[src/hw/rtl/scfr_pkg.sv]
// ----------------------------------------------------------------------------
// scfr_pkg
// Shared types, constants and the CRC16-CCITT byte step for the frame receiver.
// ----------------------------------------------------------------------------
`default_nettype none

package scfr_pkg;

    // Default largest payload a frame may carry.
    localparam int unsigned MAX_PAYLOAD_DEF = 160;

    // Receive buffer depth, fixed by the 8-bit byte count.
    localparam int unsigned BUF_DEPTH = 256;

    // Frame layout constants.
    localparam logic [7:0]  HDR_BYTES = 8'd8;
    localparam logic [15:0] CRC_INIT  = 16'hFFFF;
    localparam logic [15:0] CRC_POLY  = 16'h1021;

    // Reset values of the configuration registers.
    localparam logic [7:0] SYNC_FIRST_RST   = 8'hA5;
    localparam logic [7:0] SYNC_SECOND_RST  = 8'h5A;
    localparam logic [7:0] STATE_TYPE_RST   = 8'h81;
    localparam logic [7:0] STATE_LENGTH_RST = 8'd128;

    // Configuration register indexes.
    localparam logic [7:0] CFG_SYNC_FIRST   = 8'd0;
    localparam logic [7:0] CFG_SYNC_SECOND  = 8'd1;
    localparam logic [7:0] CFG_STATE_TYPE   = 8'd2;
    localparam logic [7:0] CFG_STATE_LENGTH = 8'd3;

    // Input item function codes.
    localparam logic FUNC_PUSH = 1'b0;
    localparam logic FUNC_READ = 1'b1;

    // Result word width, padded to whole bytes.
    localparam int unsigned OUT_BITS = 192;

    // Sequencer states, one-hot.
    typedef enum logic [12:0] {
        S_IDLE  = 13'b0_0000_0000_0001,
        S_CHK   = 13'b0_0000_0000_0010,
        S_H0    = 13'b0_0000_0000_0100,
        S_H1    = 13'b0_0000_0000_1000,
        S_H3    = 13'b0_0000_0001_0000,
        S_CL    = 13'b0_0000_0010_0000,
        S_CH    = 13'b0_0000_0100_0000,
        S_CRC   = 13'b0_0000_1000_0000,
        S_DEC   = 13'b0_0001_0000_0000,
        S_CPY   = 13'b0_0010_0000_0000,
        S_PRD   = 13'b0_0100_0000_0000,
        S_RESP  = 13'b0_1000_0000_0000,
        S_SPARE = 13'b1_0000_0000_0000
    } t_state;

    // Control of the shared CRC unit.
    typedef struct packed {
        logic init;
        logic step;
    } t_crc_ctl;

    // One byte of CRC16-CCITT, MSB first.
    function automatic logic [15:0] crc_byte(input logic [15:0] crc_in,
                                             input logic [7:0]  data);
        logic [15:0] c;
        c = crc_in ^ {data, 8'h00};
        for (int b = 0; b < 8; b++) begin
            if (c[15]) begin
                c = {c[14:0], 1'b0} ^ CRC_POLY;
            end else begin
                c = {c[14:0], 1'b0};
            end
        end
        return c;
    endfunction

endpackage

`default_nettype wire

[src/hw/rtl/scfr_byte_ram.sv]
// ----------------------------------------------------------------------------
// scfr_byte_ram
// Byte-wide memory with one write port and one registered read port.
// ----------------------------------------------------------------------------
`default_nettype none

module scfr_byte_ram #(
    parameter int unsigned DEPTH = scfr_pkg::BUF_DEPTH,
    parameter int unsigned AW    = $clog2(DEPTH)
) (
    input  wire logic          i_clk,
    input  wire logic          i_we,
    input  wire logic [AW-1:0] i_waddr,
    input  wire logic [7:0]    i_wdata,
    input  wire logic [AW-1:0] i_raddr,
    output logic      [7:0]    o_rdata
);

    logic [7:0] r_mem [DEPTH];

    // Write port.
    always_ff @(posedge i_clk) begin
        if (i_we) begin
            r_mem[i_waddr] <= i_wdata;
        end
    end

    // Registered read port.
    always_ff @(posedge i_clk) begin
        o_rdata <= r_mem[i_raddr];
    end

endmodule

`default_nettype wire

[src/hw/rtl/scfr_crc_unit.sv]
// ----------------------------------------------------------------------------
// scfr_crc_unit
// CRC16-CCITT accumulator that folds in one byte per cycle while step is set.
// ----------------------------------------------------------------------------
`default_nettype none

module scfr_crc_unit (
    input  wire logic              i_clk,
    input  wire scfr_pkg::t_crc_ctl i_ctl,
    input  wire logic [7:0]        i_byte,
    output logic      [15:0]       o_crc
);

    logic [15:0] r_crc;
    logic [15:0] n_crc;

    // Init loads the seed, step folds in one byte.
    always_comb begin
        n_crc = r_crc;
        if (i_ctl.init) begin
            n_crc = scfr_pkg::CRC_INIT;
        end else if (i_ctl.step) begin
            n_crc = scfr_pkg::crc_byte(r_crc, i_byte);
        end
    end

    always_ff @(posedge i_clk) begin
        r_crc <= n_crc;
    end

    assign o_crc = r_crc;

endmodule

`default_nettype wire

[src/hw/rtl/sync_crc_frame_receiver_unit.sv]
// ----------------------------------------------------------------------------
// sync_crc_frame_receiver_unit
// Serial frame receiver: buffers bytes, hunts for sync, checks CRC16-CCITT
// and keeps the payload of the last good state frame for readback.
// ----------------------------------------------------------------------------
//  channel   direction  handshake               contents
//  s         in         i_s_tvalid/o_s_tready   push byte or payload read
//  m         out        o_m_tvalid/i_m_tready   read data, frame count, stats
//  cfg       in         i_cfg_valid/o_cfg_ready register index and value
//
//  A read item looks up the payload store. A push with fewer than 8 bytes
//  buffered goes straight to the result; otherwise the buffer is scanned for
//  sync, an over-long length is dropped, an incomplete frame waits for more
//  bytes, and a complete frame is CRC-checked and, if kept, has its payload
//  copied: the single buffer read port walks header, CRC and payload copy one byte a cycle.
//  The result sits in an output register; the last state waits while the
//  previous result has not been taken.
//  Reset (synchronous, active low) empties the buffer and clears counters.
//  The input side is not ready while an item is being worked on.
// ----------------------------------------------------------------------------
`default_nettype none

module sync_crc_frame_receiver_unit #(
    parameter int unsigned MAX_PAYLOAD = scfr_pkg::MAX_PAYLOAD_DEF
) (
    input  wire logic         i_clk,
    input  wire logic         i_rst_n,
    // input items
    input  wire logic         i_s_tvalid,
    output logic              o_s_tready,
    input  wire logic [15:0]  i_s_tdata,   // [7:0] rx_byte, [15:8] read_index
    input  wire logic         i_s_tuser,   // [0] func
    // result items
    output logic              o_m_tvalid,
    input  wire logic         i_m_tready,
    // [7:0] read_data, [12:8] frames_now, [28:13] frame_seq, [60:29] frames_ok,
    // [92:61] crc_errors, [124:93] length_errors, [156:125] sync_losses,
    // [188:157] unknown_types, [191:189] zero
    output logic [191:0]      o_m_tdata,
    // configuration writes
    input  wire logic         i_cfg_valid,
    output logic              o_cfg_ready,
    input  wire logic [7:0]   i_cfg_index,
    input  wire logic [7:0]   i_cfg_data
);

    localparam int unsigned PAW = $clog2(MAX_PAYLOAD);
    localparam logic [8:0]  MAX_LEN = 9'(MAX_PAYLOAD);

    // Configuration registers.
    logic [7:0] r_sync_first, r_sync_second, r_state_type, r_state_length;

    // Buffer and frame control.
    scfr_pkg::t_state r_state, n_state;
    logic [7:0]  r_head, n_head;
    logic [7:0]  r_count, n_count;
    logic [7:0]  r_off, n_off;
    logic [7:0]  r_len, n_len;
    logic [7:0]  r_crc_lo, n_crc_lo, r_crc_hi, n_crc_hi;
    logic [7:0]  r_type, n_type;
    logic [15:0] r_fseq, n_fseq;
    logic [7:0]  r_ridx, n_ridx;
    logic [7:0]  r_rdata, n_rdata;
    logic [4:0]  r_now, n_now;

    // Kept frame state and statistics.
    logic [7:0]  r_stored_len, n_stored_len;
    logic [15:0] r_seq, n_seq;
    logic [31:0] r_good, n_good, r_crc_bad, n_crc_bad, r_len_bad, n_len_bad;
    logic [31:0] r_sync_bad, n_sync_bad, r_type_bad, n_type_bad;

    // Output register.
    logic         r_m_valid, n_m_valid;
    logic [191:0] r_m_data, n_m_data;

    // Memory and CRC hookups.
    logic        s_accept;
    logic        buf_we;
    logic [7:0]  buf_rdata;
    logic        pay_we;
    logic [7:0]  pay_rdata;
    logic [7:0]  drop;
    logic [15:0] crc_val;
    scfr_pkg::t_crc_ctl crc_ctl;

    assign s_accept    = i_s_tvalid && o_s_tready;
    assign o_s_tready  = (r_state == scfr_pkg::S_IDLE);
    assign o_cfg_ready = 1'b1;
    assign o_m_tvalid  = r_m_valid;
    assign o_m_tdata   = r_m_data;
    assign buf_we      = s_accept && (i_s_tuser == scfr_pkg::FUNC_PUSH) && (r_count != 8'hFF);

    // Receive buffer, circular, addressed relative to the head.
    scfr_byte_ram #(.DEPTH(scfr_pkg::BUF_DEPTH)) u_buf (
        .i_clk   (i_clk),
        .i_we    (buf_we),
        .i_waddr (r_head + r_count),
        .i_wdata (i_s_tdata[7:0]),
        .i_raddr (n_head + n_off),
        .o_rdata (buf_rdata)
    );

    // Payload store of the last good state frame.
    scfr_byte_ram #(.DEPTH(MAX_PAYLOAD)) u_pay (
        .i_clk   (i_clk),
        .i_we    (pay_we),
        .i_waddr (PAW'(r_off - 8'd6)),
        .i_wdata (buf_rdata),
        .i_raddr (PAW'(i_s_tdata[15:8])),
        .o_rdata (pay_rdata)
    );

    // Shared CRC unit.
    scfr_crc_unit u_crc (
        .i_clk  (i_clk),
        .i_ctl  (crc_ctl),
        .i_byte (buf_rdata),
        .o_crc  (crc_val)
    );

    // Configuration writes.
    always_ff @(posedge i_clk) begin
        if (!i_rst_n) begin
            r_sync_first   <= scfr_pkg::SYNC_FIRST_RST;
            r_sync_second  <= scfr_pkg::SYNC_SECOND_RST;
            r_state_type   <= scfr_pkg::STATE_TYPE_RST;
            r_state_length <= scfr_pkg::STATE_LENGTH_RST;
        end else if (i_cfg_valid) begin
            if (i_cfg_index == scfr_pkg::CFG_SYNC_FIRST) begin
                r_sync_first <= i_cfg_data;
            end
            if (i_cfg_index == scfr_pkg::CFG_SYNC_SECOND) begin
                r_sync_second <= i_cfg_data;
            end
            if (i_cfg_index == scfr_pkg::CFG_STATE_TYPE) begin
                r_state_type <= i_cfg_data;
            end
            if (i_cfg_index == scfr_pkg::CFG_STATE_LENGTH) begin
                r_state_length <= i_cfg_data;
            end
        end
    end

    // Sequencer: header checks, CRC walk, payload copy, payload reads and results.
    always_comb begin
        n_state      = r_state;
        n_count      = r_count;
        n_off        = r_off;
        n_len        = r_len;
        n_crc_lo     = r_crc_lo;
        n_crc_hi     = r_crc_hi;
        n_type       = r_type;
        n_fseq       = r_fseq;
        n_ridx       = r_ridx;
        n_rdata      = r_rdata;
        n_now        = r_now;
        n_stored_len = r_stored_len;
        n_seq        = r_seq;
        n_good       = r_good;
        n_crc_bad    = r_crc_bad;
        n_len_bad    = r_len_bad;
        n_sync_bad   = r_sync_bad;
        n_type_bad   = r_type_bad;
        n_m_valid    = r_m_valid;
        n_m_data     = r_m_data;
        drop         = 8'd0;
        pay_we       = 1'b0;
        crc_ctl      = '0;

        if (r_m_valid && i_m_tready) begin
            n_m_valid = 1'b0;
        end

        unique case (r_state)
            scfr_pkg::S_IDLE: begin
                if (s_accept) begin
                    n_now   = 5'd0;
                    n_rdata = 8'd0;
                    n_ridx  = i_s_tdata[15:8];
                    if (i_s_tuser == scfr_pkg::FUNC_PUSH) begin
                        if (r_count != 8'hFF) begin
                            n_count = r_count + 8'd1;
                        end
                        n_state = scfr_pkg::S_CHK;
                    end else begin
                        n_state = scfr_pkg::S_PRD;
                    end
                end
            end
            scfr_pkg::S_CHK: begin
                n_off = 8'd0;
                if (r_count < scfr_pkg::HDR_BYTES) begin
                    n_state = scfr_pkg::S_RESP;
                end else begin
                    n_state = scfr_pkg::S_H0;
                end
            end
            scfr_pkg::S_H0: begin
                if (buf_rdata != r_sync_first) begin
                    drop       = 8'd1;
                    n_sync_bad = r_sync_bad + 32'd1;
                    n_state    = scfr_pkg::S_CHK;
                end else begin
                    n_off   = 8'd1;
                    n_state = scfr_pkg::S_H1;
                end
            end
            scfr_pkg::S_H1: begin
                if (buf_rdata != r_sync_second) begin
                    drop       = 8'd1;
                    n_sync_bad = r_sync_bad + 32'd1;
                    n_state    = scfr_pkg::S_CHK;
                end else begin
                    n_off   = 8'd3;
                    n_state = scfr_pkg::S_H3;
                end
            end
            scfr_pkg::S_H3: begin
                if ({1'b0, buf_rdata} > MAX_LEN) begin
                    drop      = 8'd1;
                    n_len_bad = r_len_bad + 32'd1;
                    n_state   = scfr_pkg::S_CHK;
                end else if ({1'b0, r_count} <
                             ({1'b0, scfr_pkg::HDR_BYTES} + {1'b0, buf_rdata})) begin
                    // Frame not complete yet: wait for more bytes.
                    n_state = scfr_pkg::S_RESP;
                end else begin
                    n_len   = buf_rdata;
                    n_off   = buf_rdata + 8'd6;
                    n_state = scfr_pkg::S_CL;
                end
            end
            scfr_pkg::S_CL: begin
                n_crc_lo = buf_rdata;
                n_off    = r_len + 8'd7;
                n_state  = scfr_pkg::S_CH;
            end
            scfr_pkg::S_CH: begin
                n_crc_hi     = buf_rdata;
                n_off        = 8'd2;
                crc_ctl.init = 1'b1;
                n_state      = scfr_pkg::S_CRC;
            end
            scfr_pkg::S_CRC: begin
                // One byte per cycle, from type through the end of the payload.
                crc_ctl.step = 1'b1;
                if (r_off == 8'd2) begin
                    n_type = buf_rdata;
                end
                if (r_off == 8'd4) begin
                    n_fseq[7:0] = buf_rdata;
                end
                if (r_off == 8'd5) begin
                    n_fseq[15:8] = buf_rdata;
                end
                if (r_off == r_len + 8'd5) begin
                    n_state = scfr_pkg::S_DEC;
                end else begin
                    n_off = r_off + 8'd1;
                end
            end
            scfr_pkg::S_DEC: begin
                n_state = scfr_pkg::S_CHK;
                if (crc_val != {r_crc_hi, r_crc_lo}) begin
                    drop      = 8'd1;
                    n_crc_bad = r_crc_bad + 32'd1;
                end else if (r_type != r_state_type) begin
                    drop       = r_len + scfr_pkg::HDR_BYTES;
                    n_type_bad = r_type_bad + 32'd1;
                end else if (r_len != r_state_length) begin
                    drop      = r_len + scfr_pkg::HDR_BYTES;
                    n_len_bad = r_len_bad + 32'd1;
                end else begin
                    n_good       = r_good + 32'd1;
                    n_seq        = r_fseq;
                    n_stored_len = r_len;
                    if (r_now != 5'd31) begin
                        n_now = r_now + 5'd1;
                    end
                    if (r_len == 8'd0) begin
                        drop = scfr_pkg::HDR_BYTES;
                    end else begin
                        n_off   = 8'd6;
                        n_state = scfr_pkg::S_CPY;
                    end
                end
            end
            scfr_pkg::S_CPY: begin
                // Copy the payload into the store, then drop the whole frame.
                pay_we = 1'b1;
                if (r_off == r_len + 8'd5) begin
                    drop    = r_len + scfr_pkg::HDR_BYTES;
                    n_state = scfr_pkg::S_CHK;
                end else begin
                    n_off = r_off + 8'd1;
                end
            end
            scfr_pkg::S_PRD: begin
                if (r_ridx < r_stored_len) begin
                    n_rdata = pay_rdata;
                end
                n_state = scfr_pkg::S_RESP;
            end
            scfr_pkg::S_RESP: begin
                if (!r_m_valid || i_m_tready) begin
                    n_m_valid = 1'b1;
                    n_m_data  = {3'b000, r_type_bad, r_sync_bad, r_len_bad, r_crc_bad,
                                 r_good, r_seq, r_now, r_rdata};
                    n_state   = scfr_pkg::S_IDLE;
                end
            end
            default: begin
                n_state = scfr_pkg::S_IDLE;
            end
        endcase

        n_head  = r_head + drop;
        n_count = n_count - drop;
    end

    // Control and counter registers.
    always_ff @(posedge i_clk) begin
        if (!i_rst_n) begin
            r_state      <= scfr_pkg::S_IDLE;
            r_head       <= 8'd0;
            r_count      <= 8'd0;
            r_stored_len <= 8'd0;
            r_seq        <= 16'd0;
            r_good       <= 32'd0;
            r_crc_bad    <= 32'd0;
            r_len_bad    <= 32'd0;
            r_sync_bad   <= 32'd0;
            r_type_bad   <= 32'd0;
            r_m_valid    <= 1'b0;
        end else begin
            r_state      <= n_state;
            r_head       <= n_head;
            r_count      <= n_count;
            r_stored_len <= n_stored_len;
            r_seq        <= n_seq;
            r_good       <= n_good;
            r_crc_bad    <= n_crc_bad;
            r_len_bad    <= n_len_bad;
            r_sync_bad   <= n_sync_bad;
            r_type_bad   <= n_type_bad;
            r_m_valid    <= n_m_valid;
        end
    end

    // Payload registers.
    always_ff @(posedge i_clk) begin
        r_off    <= n_off;
        r_len    <= n_len;
        r_crc_lo <= n_crc_lo;
        r_crc_hi <= n_crc_hi;
        r_type   <= n_type;
        r_fseq   <= n_fseq;
        r_ridx   <= n_ridx;
        r_rdata  <= n_rdata;
        r_now    <= n_now;
        r_m_data <= n_m_data;
    end

    // A scan always leaves room for the next byte.
    a_room: assert property (@(posedge i_clk) disable iff (!i_rst_n)
        (r_state == scfr_pkg::S_IDLE) |-> (r_count != 8'hFF))
        else $error("buffer full while idle");

    // The payload copy stays inside the payload bytes of the frame.
    a_copy: assert property (@(posedge i_clk) disable iff (!i_rst_n)
        (r_state == scfr_pkg::S_CPY) |-> (r_off >= 8'd6 && r_off <= r_len + 8'd5))
        else $error("payload copy out of range");

    // A new result only comes out of the result state.
    a_resp: assert property (@(posedge i_clk) disable iff (!i_rst_n)
        $rose(r_m_valid) |-> $past(r_state == scfr_pkg::S_RESP))
        else $error("result raised outside result state");

    // An accepted item starts work.
    a_busy: assert property (@(posedge i_clk) disable iff (!i_rst_n)
        s_accept |=> (r_state != scfr_pkg::S_IDLE))
        else $error("accepted item left idle");

endmodule

`default_nettype wire
[config.mk]
export PLATFORM = sky130hd
export DESIGN_NAME = sync_crc_frame_receiver_unit
export DESIGN_NICKNAME = d
export VERILOG_FILES = /design/src/hw/rtl/scfr_pkg.sv /design/src/hw/rtl/scfr_byte_ram.sv /design/src/hw/rtl/scfr_crc_unit.sv /design/src/hw/rtl/sync_crc_frame_receiver_unit.sv
export SDC_FILE = /design/constraint.sdc
export NUM_CORES = 2
export LEC_CHECK = 0
export BUFFER_PORTS_ARGS = -buffer_cell sky130_fd_sc_hd__buf_4
export CAP_MARGIN = 20
export CORE_MARGIN = 5
export CORE_UTILIZATION = 50
export DETAILED_ROUTE_END_ITERATION = 7
export PLACE_DENSITY = 0.72
export SLEW_MARGIN = 10
export SYNTH_ARGS = -nofsm -noshare
export SYNTH_HDL_FRONTEND = slang
export SYNTH_SLANG_ARGS = --single-unit
[constraint.sdc]
create_clock -name i_clk -period 14.33 [get_ports i_clk]
set_clock_uncertainty 0.2 [all_clocks]
set_input_delay 2.866 -clock i_clk [delete_from_list [all_inputs] [get_ports i_clk]]
set_output_delay 2.866 -clock i_clk [all_outputs]
set_load 0.1 [all_outputs]
==> impl_metrics.csv <==
group,metric,value,unit
floorplanning,rows,201,
clock_tree,cts_tree,"done",
routing,first_iter_violations,10100,
grt,grt_pass1_vias,75000,
grt,gr-total-overflow,0,
clock_tree,clkTransAtPathRegs,0.06,ns
synth,synth_largest_area_cell,"edfxtp_1",
synth,synth_area_leaders,"edfxtp_1 71%, mux4_2 16%, dfxtp_1 3.8%",
clock_tree,cts_resized,0,
job,max-cap-violations,0,
routing,viasPerCell,6.23,
setup_path,crit_path_max_fanout,143,
clock_tree,clock_sinks,3871,
clock_tree,clkLatencyLatePin,0.96,ns
pwr,ir_drop,124,uV
setup_path,required,14.81,ns
timing,fin_crit_sh,64.5,%
synth,synthAdderAreaFrac,0.559,%
floorplanning,start_util,50.3,%
routing,dr.pass1.iters,6,
pwr,leakage,52.8,nW
routing,wl,355000,um
setup_path,start_kind,"register",
worst_hold_path,min_path_cells,0,
synth,yosys.area_share.simple,4.04,%
synth,avgSynthCellArea,20.3,um^2
floorplanning,core_area,0.300,mm^2
place,portBuffers,228,
floorplanning,die_x,559,um
timing,fin_crit,9.24,ns
floorplanning,num_io_pins,233,
place,post-place-ws,5.13,ns
cells_and_area,drive_gt1_share,24.9,%
cells_and_area,nets,7876,
timing,finalHoldViolCount,0,
cells_and_area,area_growth_syn_to_layout,12.7,%
synth,synth_area,0.151,mm^2
worst_hold_path,min_path_type,"reg -> reg",
synth,synth_top_area_share,71.4,%
synth,synth_compound_area_share,1.21,%
timing,worst_slack,5.09,ns
synth,ys_seq_area_share,75.2,%
place,place_congestion,0.860,
place,dp_hpwl,207000,um
routing,antenna_left,0,
synth,synth-edff-count,3586,
timing,drv_slew,0,
setup_path,endpoint_kind,"register",
synth,ys_async_sr_fraction,0,%
timing,max_freq,0.108,GHz
pwr,powerDensity,149,mW/mm^2
setup_path,critPathKind,"reg -> reg",
grt,grt_start_max_net_pins,166,
floorplanning,die_area,0.313,mm^2
cells_and_area,fillers,21400,
timing,tightest_slew,1.33,ns
setup_path,worstPathArrival,9.71,ns
synth,synth_mux_area_share,16.2,%
place,dp_cells,11300,
synth,synth_top_flop_cell,"edfxtp_1",
setup_path,reg2regPathDepth,23,
clock_tree,ctsHoldBuffers,0,
grt,grt_pass1_wl,520000,um
run_status,outcome,"complete, no violations",
floorplanning,die_y,559,um
synth,synth_top_family_by_area,"multiplexers",
timing,rsz0062_at_grt,"no",
grt,antenna_found_initial,15,
routing,drcViolationCount,0,
synth,synth_xor_xnor_area_share,1.65,%
synth,synth_seq_cells,3871,
clock_tree,htreeDepth,5,
clock_tree,cts.path.max_buffers,4,
clock_tree,root_buffer,"clkbuf_16",
timing,setup_violations,0,
synth,syn_inst,7436,
cells_and_area,final_cells,12000,
clock_tree,cts_buffers,376,
timing,setup_tns,0,ns
grt,grt_usage,22.3,%
timing,relSlewSlack,11.4,%
routing,wire_per_inst,29.5,um
routing,via_count,75100,
clock_tree,postCtsSetupBuffers,0,
synth,ys_types,80,
synth,synth_warnings,0,
-- logic make-up after synthesis --
| logic type | Yosys count |
|---|---|
| simple gates | 1365 |
| fa+ha+maj | 65 |
| flops | 3871 |
| buf+inv | 439 |
| other cells | 2 |
| mux | 1127 |
| xor+xnor | 281 |
| compound gates | 286 |
-- worst max-delay path: stages, from the launching register on --
cell and delay [ns]:
dfxtp_4 0.89, buf_4 0.56, ha_1 0.33, inv_1 0.06
ha_1 0.23, a21o_1 0.19, a211o_1 0.29, a41oi_1 0.17
o21bai_1 0.11, o21ai_0 0.15, or2_2 0.30, nor2_1 0.12
a22oi_1 0.15, o21ai_0 0.20, ha_4 0.24, fa_4 1.25
buf_4 0.67, buf_12 0.67, mux4_2 0.45, mux4_2 0.55
nand3_1 0.11, o2111ai_1 0.34, nand2_1 0.36, mux2i_1 0.15
-- state kept, by name (all words and copies together), names as in the netlist, 12 cells and up --
name	cells
u_pay.r_mem	1280
r_good	32
r_len_bad	32
r_sync_bad	32
o_m_tdata	189
r_state	12
r_type_bad	32
r_crc_bad	32
u_crc.o_crc	16
u_buf.r_mem	2048
r_fseq	16
r_seq	16
-- final cells by class --
cell class / instances / area, um^2 / share of cell area (%)
antenna: 5 / 12.5 / 0.00736
clock buffer: 449 / 9950 / 5.86
clock inverter: 241 / 2450 / 1.44
inverter: 53 / 204 / 0.120
multi-input combinational: 3128 / 35900 / 21.2
sequential: 3871 / 113000 / 66.8
tap: 3958 / 4950 / 2.91
timing repair buffer: 343 / 2980 / 1.75
-- cell usage after synthesis (all sizes together), types with 3 or more instances --
cell     number
a211o         3
a211oi       13
a21o         15
a21oi       119
a22oi         4
a31oi        11
and2         38
and3         38
and4          6
buf         103
clkbuf      283
dfxtp       285
edfxtp     3586
fa            4
ha           61
inv          52
mux2i        69
mux4       1056
nand2       268
nand2b       15
nand3       150
nand4        37
nor2        673
nor2b        19
nor3         33
nor3b         6
nor4         21
nor4b         4
o2111ai      33
o211ai        6
o21a          6
o21ai        49
o21bai        6
o32ai         4
or2           8
or3          30
or4           6
or4b          3
xnor2       126
xor2        155
-- per-layer routing --
layer | vias to the layer above | part of all wire, % | wire length, um | track usage, %
met1 | 39300 | 39 | 138000 | 31.8
met5 | - | 0.015 | 54 | 0
met4 | 6 | 3.1 | 11000 | 6.67
met2 | 4296 | 48 | 169000 | 34.8
met3 | 619 | 10 | 37200 | 5.05
li1 | 30900 | - | - | -
-- per-stage QoR --
step | area, um^2 | power, mW | utilization [%] | hold WS [ns]
final | 170000 | 25.3 | 56.6 | 0.219
after global routing | 170000 | 26.0 | 56.6 | 0.223
after global placement | 157000 | 15.5 | 52.4 | 0.205
after CTS | 170000 | 25.4 | 56.5 | 0.218
after floorplan | 151000 | 14.7 | - | 0.200
after detailed placement | 157000 | 15.6 | 52.4 | 0.205
-- worst paths after layout --
path	start	end	slack, ns
worst max-delay path	u_buf.o_rdata[3]	u_buf.o_rdata[3]	5.09
worst min-delay path	r_rdata[0]	o_m_tdata[0]	0.22
worst max register to register	u_buf.o_rdata[3]	u_buf.o_rdata[3]	5.09
worst min register to register	r_rdata[0]	o_m_tdata[0]	0.22
-- placed cells by master, fill, tap and decap left out, types with 41 or more instances in the layout --
cell	netlist	final
a21oi_1	119	119
xor2_1	154	152
nand2_1	268	256
buf_4	4	306
nor2_1	673	673
clkinv_2	0	81
clkinv_1	1	84
clkbuf_1	282	53
dfxtp_1	285	277
edfxtp_1	3586	3586
xnor2_1	124	119
mux2i_1	69	69
clkbuf_16	0	382
bufinv_16	0	41
o21ai_0	49	49
nand3_1	149	149
inv_1	52	51
mux4_2	1056	1056
ha_1	61	60
-- power by group --
group | internal, mW | switching, mW | leakage [nW]
combinational | 0.643 | 1.53 | 12.1
clock | 5.71 | 4.21 | 6.07
sequential | 13.0 | 0.192 | 34.6
Note: power is estimated with default switching activity, not from simulation.
